[src/hw/rtl/modular_exponentiation_macros.svh]
// ============================================================================
// Assertion macros for the modular exponentiation block.
// Checks compile in simulation only and vanish when SYNTHESIS is defined.
// ============================================================================
`ifndef MODULAR_EXPONENTIATION_MACROS_SVH
`define MODULAR_EXPONENTIATION_MACROS_SVH

`ifndef SYNTHESIS
// Clocked check that is ignored while reset is asserted.
`define MEXP_ASSERT(lbl, prop) \
    lbl: assert property (@(posedge i_clk) disable iff (!i_rst_n) prop) \
        else $error("modular exponentiation assertion failed");
// Clocked check that also holds during reset.
`define MEXP_ASSERT_ALWAYS(lbl, prop) \
    lbl: assert property (@(posedge i_clk) prop) \
        else $error("modular exponentiation assertion failed");
`else
`define MEXP_ASSERT(lbl, prop)
`define MEXP_ASSERT_ALWAYS(lbl, prop)
`endif

`endif

[src/hw/rtl/mexp_pkg.sv]
// ============================================================================
// mexp_pkg
// Shared types and constants of the modular exponentiation block.
// ============================================================================
package mexp_pkg;

    localparam int WORD_BITS_DEF = 64;
    localparam logic [63:0] EXP_RESET = 64'd65537;

    // Configuration register indexes.
    localparam logic CFG_MODULUS  = 1'b0;
    localparam logic CFG_EXPONENT = 1'b1;

    typedef enum logic [2:0] {
        S_IDLE,
        S_RED,
        S_LOAD,
        S_MUL,
        S_UPD,
        S_DONE
    } t_state;

    // Which candidate a cell keeps: 2r+a, 2r+a-m or 2r+a-2m.
    typedef enum logic [1:0] {
        SEL_SUM,
        SEL_SUB1,
        SEL_SUB2
    } t_sel;

    // Carry and borrows rippling from one cell to the next.
    typedef struct packed {
        logic c;
        logic bw1;
        logic bw2;
    } t_chain;

endpackage

[src/hw/rtl/modular_exponentiation.sv]
// ============================================================================
// modular_exponentiation
// Computes base^exponent mod modulus by right-to-left square-and-multiply.
// ============================================================================
// One base is processed at a time. The base is first reduced, then each
// exponent bit up to the highest set one costs a multiply step and an update
// step, because two rows of bit cells run the multiply and the square side
// by side at one multiplier bit per cycle. A modulus of 0 or 1 skips the
// reduction and the multiply steps and goes straight to the result. A
// finished result waits in the output register while the next base is
// taken.
module modular_exponentiation import mexp_pkg::*; #(
    parameter int WORD_BITS = WORD_BITS_DEF
) (
    input  logic        i_clk,
    input  logic        i_rst_n,
    input  logic        i_base_valid,
    output logic        o_base_stall,
    input  logic [63:0] i_base,
    output logic        o_power_valid,
    input  logic        i_power_stall,
    output logic [63:0] o_power,
    input  logic        i_cfg_valid,
    output logic        o_cfg_ready,
    input  logic        i_cfg_index,
    input  logic [63:0] i_cfg_data
);

`include "modular_exponentiation_macros.svh"

    localparam int CW = $clog2(WORD_BITS);

    t_state               r_state;
    t_state               n_state;
    logic [WORD_BITS-1:0] r_mod_cfg;
    logic [WORD_BITS-1:0] r_exp_cfg;
    logic [WORD_BITS-1:0] r_mod;
    logic [WORD_BITS-1:0] r_exp;
    logic [WORD_BITS-1:0] r_acc;
    logic [WORD_BITS-1:0] r_sq;
    logic [WORD_BITS-1:0] r_bsh;
    logic [CW-1:0]        r_cnt;
    logic [63:0]          r_out;
    logic                 r_out_valid;
    logic                 in_acc;
    logic                 out_free;
    logic                 row_clr;
    logic                 row_step_s;
    logic                 row_step_a;
    logic [WORD_BITS-1:0] a_s;
    logic [WORD_BITS-1:0] res_s;
    logic [WORD_BITS-1:0] res_a;
    logic [WORD_BITS-1:0] exp_next;

    assign o_cfg_ready   = 1'b1;
    assign o_base_stall  = (r_state != S_IDLE);
    assign o_power_valid = r_out_valid;
    assign o_power       = r_out;
    assign in_acc        = i_base_valid && !o_base_stall;
    assign out_free      = !r_out_valid || !i_power_stall;
    assign exp_next      = r_exp >> 1;

    always_ff @(posedge i_clk) begin
        if (!i_rst_n) begin
            r_mod_cfg <= WORD_BITS'(1);
            r_exp_cfg <= EXP_RESET[WORD_BITS-1:0];
        end else if (i_cfg_valid && o_cfg_ready) begin
            case (i_cfg_index)
                CFG_MODULUS:  r_mod_cfg <= i_cfg_data[WORD_BITS-1:0];
                CFG_EXPONENT: r_exp_cfg <= i_cfg_data[WORD_BITS-1:0];
                default:      r_mod_cfg <= r_mod_cfg;
            endcase
        end
    end

    // The square row also reduces the base: with a = 1 it runs Horner's rule.
    assign a_s        = (r_state == S_RED) ? WORD_BITS'(1) : r_sq;
    assign row_step_s = (r_state == S_RED) || (r_state == S_MUL);
    assign row_step_a = (r_state == S_MUL);
    assign row_clr    = in_acc || (r_state == S_LOAD) || (r_state == S_UPD);

    mexp_row #(.WORD_BITS(WORD_BITS)) u_row_sq (
        .i_clk  (i_clk),
        .i_clr  (row_clr),
        .i_step (row_step_s),
        .i_a    (a_s),
        .i_b    (r_bsh[WORD_BITS-1]),
        .i_m    (r_mod),
        .o_r    (res_s)
    );

    mexp_row #(.WORD_BITS(WORD_BITS)) u_row_acc (
        .i_clk  (i_clk),
        .i_clr  (row_clr),
        .i_step (row_step_a),
        .i_a    (r_acc),
        .i_b    (r_bsh[WORD_BITS-1]),
        .i_m    (r_mod),
        .o_r    (res_a)
    );

    always_comb begin
        n_state = r_state;
        case (r_state)
            S_IDLE: begin
                if (in_acc) begin
                    n_state = (r_mod_cfg > WORD_BITS'(1)) ? S_RED : S_DONE;
                end
            end
            S_RED: begin
                if (r_cnt == '0) begin
                    n_state = S_LOAD;
                end
            end
            S_LOAD: begin
                n_state = (r_exp == '0) ? S_DONE : S_MUL;
            end
            S_MUL: begin
                if (r_cnt == '0) begin
                    n_state = S_UPD;
                end
            end
            S_UPD: begin
                n_state = (exp_next == '0) ? S_DONE : S_MUL;
            end
            S_DONE: begin
                if (out_free) begin
                    n_state = S_IDLE;
                end
            end
            default: n_state = S_IDLE;
        endcase
    end

    always_ff @(posedge i_clk) begin
        if (!i_rst_n) begin
            r_state <= S_IDLE;
        end else begin
            r_state <= n_state;
        end
    end

    always_ff @(posedge i_clk) begin
        case (r_state)
            S_IDLE: begin
                if (in_acc) begin
                    r_mod <= r_mod_cfg;
                    r_exp <= r_exp_cfg;
                    r_bsh <= i_base[WORD_BITS-1:0];
                    r_acc <= (r_mod_cfg > WORD_BITS'(1)) ? WORD_BITS'(1) : '0;
                    r_cnt <= CW'(WORD_BITS - 1);
                end
            end
            S_RED, S_MUL: begin
                r_bsh <= r_bsh << 1;
                r_cnt <= r_cnt - CW'(1);
            end
            S_LOAD: begin
                r_sq  <= res_s;
                r_bsh <= res_s;
                r_cnt <= CW'(WORD_BITS - 1);
            end
            S_UPD: begin
                if (r_exp[0]) begin
                    r_acc <= res_a;
                end
                r_sq  <= res_s;
                r_bsh <= res_s;
                r_exp <= exp_next;
                r_cnt <= CW'(WORD_BITS - 1);
            end
            default: r_cnt <= r_cnt;
        endcase
    end

    always_ff @(posedge i_clk) begin
        if (!i_rst_n) begin
            r_out_valid <= 1'b0;
        end else if (r_state == S_DONE && out_free) begin
            r_out_valid <= 1'b1;
        end else if (!i_power_stall) begin
            r_out_valid <= 1'b0;
        end
    end

    always_ff @(posedge i_clk) begin
        if (r_state == S_DONE && out_free) begin
            r_out <= 64'(r_acc);
        end
    end

    `MEXP_ASSERT(a_accept_leaves_idle, in_acc |=> r_state != S_IDLE)
    `MEXP_ASSERT(a_mod_above_one, (r_state == S_MUL || r_state == S_UPD) |-> r_mod > WORD_BITS'(1))
    `MEXP_ASSERT(a_square_reduced, (r_state == S_UPD || r_state == S_LOAD) |-> res_s < r_mod)
    `MEXP_ASSERT(a_acc_reduced, r_state == S_UPD |-> res_a < r_mod)
    `MEXP_ASSERT_ALWAYS(a_stall_when_busy, (r_state != S_IDLE) |-> o_base_stall)

endmodule

[src/hw/rtl/mexp_cell.sv]
// ============================================================================
// mexp_cell
// One bit of a double-and-add modular multiplier row.
// ============================================================================
module mexp_cell import mexp_pkg::*; (
    input  logic   i_clk,
    input  logic   i_clr,
    input  logic   i_step,
    input  logic   i_r_lo,
    input  logic   i_a,
    input  logic   i_b,
    input  logic   i_m,
    input  logic   i_m_lo,
    input  t_chain i_chain,
    input  t_sel   i_sel,
    output t_chain o_chain,
    output logic   o_r
);

    logic r_bit;
    logic n_bit;
    logic a_eff;
    logic s0;
    logic d1;
    logic d2;

    // The doubled residue arrives as the lower neighbor's bit.
    always_comb begin
        a_eff       = i_a & i_b;
        s0          = i_r_lo ^ a_eff ^ i_chain.c;
        o_chain.c   = (i_r_lo & a_eff) | (i_r_lo & i_chain.c) | (a_eff & i_chain.c);
        d1          = s0 ^ i_m ^ i_chain.bw1;
        o_chain.bw1 = (~s0 & i_m) | (~(s0 ^ i_m) & i_chain.bw1);
        d2          = s0 ^ i_m_lo ^ i_chain.bw2;
        o_chain.bw2 = (~s0 & i_m_lo) | (~(s0 ^ i_m_lo) & i_chain.bw2);
        case (i_sel)
            SEL_SUB2: n_bit = d2;
            SEL_SUB1: n_bit = d1;
            SEL_SUM:  n_bit = s0;
            default:  n_bit = s0;
        endcase
    end

    always_ff @(posedge i_clk) begin
        if (i_clr) begin
            r_bit <= 1'b0;
        end else if (i_step) begin
            r_bit <= n_bit;
        end
    end

    assign o_r = r_bit;

endmodule

[src/hw/rtl/mexp_row.sv]
// ============================================================================
// mexp_row
// Row of bit cells that forms a*b mod m one multiplier bit per cycle while i_step is high.
// ============================================================================
module mexp_row import mexp_pkg::*; #(
    parameter int WORD_BITS = WORD_BITS_DEF
) (
    input  logic                 i_clk,
    input  logic                 i_clr,
    input  logic                 i_step,
    input  logic [WORD_BITS-1:0] i_a,
    input  logic                 i_b,
    input  logic [WORD_BITS-1:0] i_m,
    output logic [WORD_BITS-1:0] o_r
);

    // Two extra cells cover 2r+a, which stays below 3m.
    localparam int N = WORD_BITS + 2;

    logic [N-1:0] a_ext;
    logic [N-1:0] m_ext;
    logic [N-1:0] r_vec;
    t_chain       chain [N+1];
    t_sel         sel;

    assign a_ext    = {2'b00, i_a};
    assign m_ext    = {2'b00, i_m};
    assign chain[0] = '0;

    for (genvar i = 0; i < N; i++) begin : g_cell
        mexp_cell u_cell (
            .i_clk   (i_clk),
            .i_clr   (i_clr),
            .i_step  (i_step),
            .i_r_lo  ((i == 0) ? 1'b0 : r_vec[(i == 0) ? 0 : i-1]),
            .i_a     (a_ext[i]),
            .i_b     (i_b),
            .i_m     (m_ext[i]),
            .i_m_lo  ((i == 0) ? 1'b0 : m_ext[(i == 0) ? 0 : i-1]),
            .i_chain (chain[i]),
            .i_sel   (sel),
            .o_chain (chain[i+1]),
            .o_r     (r_vec[i])
        );
    end

    // Keep the smallest candidate that did not go negative.
    always_comb begin
        if (!chain[N].bw2) begin
            sel = SEL_SUB2;
        end else if (!chain[N].bw1) begin
            sel = SEL_SUB1;
        end else begin
            sel = SEL_SUM;
        end
    end

    assign o_r = r_vec[WORD_BITS-1:0];

endmodule
[config.mk]
export PLATFORM = sky130hd
export DESIGN_NAME = modular_exponentiation
export DESIGN_NICKNAME = d
export VERILOG_FILES = /design/src/hw/rtl/mexp_pkg.sv /design/src/hw/rtl/modular_exponentiation.sv /design/src/hw/rtl/mexp_cell.sv /design/src/hw/rtl/mexp_row.sv
export VERILOG_INCLUDE_DIRS = /design/src /design/src/hw/rtl
export SDC_FILE = /design/constraint.sdc
export NUM_CORES = 2
export LEC_CHECK = 0
export BUFFER_PORTS_ARGS = -buffer_cell sky130_fd_sc_hd__buf_2
export CAP_MARGIN = 10
export CORE_UTILIZATION = 60
export CTS_CLUSTER_SIZE = 28
export DETAILED_ROUTE_END_ITERATION = 12
export GPL_TIMING_DRIVEN = 1
export PLACE_DENSITY = 0.79
export SLEW_MARGIN = 20
export SYNTH_ARGS = -nofsm -noshare
export SYNTH_HDL_FRONTEND = slang
export SYNTH_SLANG_ARGS = --single-unit
[constraint.sdc]
create_clock -name i_clk -period 68.2 [get_ports i_clk]
set_input_delay 0 -clock i_clk [delete_from_list [all_inputs] [get_ports i_clk]]
set_output_delay 0 -clock i_clk [all_outputs]
set_load 0.02 [all_outputs]
==> flow_summary.ini <==
[outcome]
status = finished clean

[timing]
rsz0062_at_grt = false
fin_crit_sh_pct = 46.3
tightest_slew_ps = 1180
setup_viol = 0
clock_skew_ps = 18.1
fin_crit_ps = 31540
slew_headroom_pct = 21.5
slew_violations = 0
tns_ps = 0
fmax_mhz = 31.7
final_hold_viol_count = 0

[logic_synthesis]
yosys_register_bits = 652
yosys.area_share.simple_pct = 11.5
synth_edf_count = 390
ys_warn_count = 0
synth_cell_types = 50
synth_compound_area_share_pct = 9.54
syn-num-nets = 3505
synth_adder_area_share_pct = 22.1
synth.mux.area_fraction_pct = 3.60
avgSynthCellArea_um2 = 11.7
postSynth.asyncResetShare_pct = 0
synth-seq-area-share_pct = 48.8
synth_top_family_by_area = adder cells
syn_area_um2 = 34800
synthCells = 2983
synth_xor_area_share_pct = 0.126
synth_ff_type = edfxtp_1

[cells_and_area]
antenna_cells = 0
area_growth_pct = 14.9
nNetsFinal = 3751
layout-drive-gt1-share_pct = 12.3

[floorplanning]
die_x_um = 243
die_h_um = 243
start_util_pct = 61.2
core_area_um2 = 56800
die_area_um2 = 58900
rows = 87
io_pins = 201

[drt]
drcViolationCount = 0
vias_per_cell = 5.82
first_pass_iters = 5
drtAntennaViolNets = 0
drt_iter0_markers = 2065
drt-total-wl_um = 81300
wire_per_inst_um = 20.1
vias = 23500

[cts]
htree_levels = 3
cts_sinks = 652
cts_inserted_buffers = 70
hold_buffers = 136
cts-root-buf = clkbuf_16
cts_tree = yes
clk_path_buf_depth = 3
clk_pin_slew_worst_paths_ps = 60
post_cts_buffers = 0
clk_latency_ps = 610
cts-resized-gates = 0

[setup_path]
crit_path_start_kind = flip-flop
worstPathArrival_ps = 32000
timing.rr.start = r_state[2]
crit_fanout = 66
crit_required_ps = 68660
cp_common_cell = fa_1
worstSetupPathType = reg -> reg
r2r_setup_slack_ps = 36660
slowest_stage = dfxtp_1
r2r-end = u_row_sq.g_cell[35].u_cell.o_r
end_kind = flip-flop
r2r_cells = 78
slowest_delay_ps = 690

[global_routing]
grt_pass1_wl_um = 130000
grt_max_degree = 131
met3_usage_pct = 5.06
grt_pass1_vias = 24200
grt_overflow_total = 0
grtUsageTotal_pct = 28.3
antenna_found_initial = 0
grtUsageMet1_pct = 40.9
grt-busiest-layer = met2
met2_usage_pct = 43.3

[power]
total_power_uw = 1760
pwr_density_cell_nw_per_um2 = 44.1
vdd_drop_max_v = 0.0000412
power_leakage_uw = 0.0143

[placement]
hpwlAfterDp_um = 56000
numPortBuffers = 199
place_congestion = 0.896

[flow_run]
cap_violations = 0

[min_path]
hold_class = in -> reg
hp-start = i_cfg_data[0]
holdPathEnd = r_exp_cfg[0]
hold-path-cell-count = 4
==> cell type report <==
cell class / instances / area [µm²]
Clock buffer: 94 / 2070
Timing Repair Buffer: 359 / 2610
Fill cell: 3894 / 16900
Sequential cell: 652 / 17000
Clock inverter: 35 / 364
Inverter: 154 / 582
Multi-Input combinational cell: 1992 / 16400
Tap cell: 756 / 946
==> stage by stage <==
step                utilization [%]  setup WS (ps)  cell area [µm²]  std cells  hold WS (ps)
finish                         70.3          36660            39900       4042           174
global route                   70.3          35510            39900       4042           212
CTS                            70.1          36560            39900       4040           147
detailed placement             63.5          36690            36100       3775           261
global placement               63.4          37270            36000       3774           260
floorplan                         -          39090            34800       2983          71.8
==> worst max-delay path, delay by kind of cell, from the launching register on <==
kind | cells | cell delay (ps)
AO/OA/AOI/OAI | 2 | 450
adder cells (fa/ha/maj) | 65 | 27610
buffers and inverters | 6 | 1270
flip-flops | 1 | 690
AND/OR/NAND/NOR | 5 | 1270
==> worst max-delay path by stage <==
stage | to | slack, ps | cells past startpoint | start
2_1_floorplan | u_row_sq.g_cell[53].u_cell.o_r | 39090 | 78 | r_state[0]
3_3_place_gp | u_row_sq.g_cell[16].u_cell.o_r | 37270 | 75 | r_state[2]
3_5_place_dp | u_row_sq.g_cell[36].u_cell.o_r | 36690 | 78 | r_state[2]
4_1_cts | u_row_sq.g_cell[35].u_cell.o_r | 36560 | 78 | r_state[2]
5_1_grt | u_row_sq.g_cell[28].u_cell.o_r | 35510 | 78 | r_state[2]
6_report | u_row_sq.g_cell[35].u_cell.o_r | 36660 | 78 | r_state[2]
==> cell families after synthesis <==
logic type      after synthesis
compound gates              466
xor+xnor                      5
fa+ha+maj                   388
buf+inv                     339
flops                       652
mux                         125
other cells                   1
simple gates               1007
==> routing by layer <==
| metal | wire length (µm) | vias to the layer above |
|---|---|---|
| li1 | - | 10600 |
| met4 | 2640 | 0 |
| met3 | 7550 | 164 |
| met5 | 0 | - |
| met2 | 37200 | 1078 |
| met1 | 34000 | 11600 |
==> cells in the mapped netlist (7+ instances only) <==
cell type | number | share of area, %
a211oi_1 | 153 | 3.3
a211oi_2 | 34 | 1.2
a21oi_1 | 138 | 2.0
a221o_1 | 61 | 1.8
buf_1 | 11 | 0.12
buf_2 | 61 | 0.88
buf_4 | 7 | 0.15
buf_6 | 18 | 0.58
clkbuf_1 | 88 | 0.95
dfxtp_1 | 262 | 15
edfxtp_1 | 390 | 34
fa_1 | 376 | 22
ha_1 | 12 | 0.43
inv_1 | 152 | 1.6
mux2i_1 | 124 | 3.6
nand2_1 | 665 | 7.2
nand3_1 | 8 | 0.12
nor2_1 | 265 | 2.9
nor4_1 | 30 | 0.54
o21ai_0 | 66 | 0.95
==> power breakdown <==
group / internal, µW / switching [µW]
clock network: 237 / 161
logic: 345 / 477
registers: 496 / 44.3
==> placed cells by master (no fill, tap or decap), types with 10 or more instances in the layout <==
cell type      netlist  routed
ha_1                12      10
edfxtp_1           390     390
nor4_1              30      30
o21ai_0             66      66
a211oi_2            34      34
fa_1               376     376
nand2_1            665     660
dlygate4sd3_1        0     136
clkinv_2             0      11
buf_2               61     199
a21oi_1            138     137
buf_4                7      19
mux2i_1            124     123
inv_1              152     150
a221o_1             61      61
nor2_1             265     265
dfxtp_1            262     262
clkbuf_8             0      10
clkbuf_16            0      76
a211oi_1           153     153
==> registers in the layout (all words and copies together), names as in the netlist <==
signal,cells
o_power_valid,1
u_row_sq.g_cell.u_cell.o_r,65
o_power,64
r_exp_cfg,64
r_exp,64
r_cnt,6
u_row_acc.g_cell.u_cell.o_r,65
r_state,3
r_mod_cfg,64
r_sq,64
r_acc,64
r_bsh,64
r_mod,64
Power figures use the tool's default switching activity.
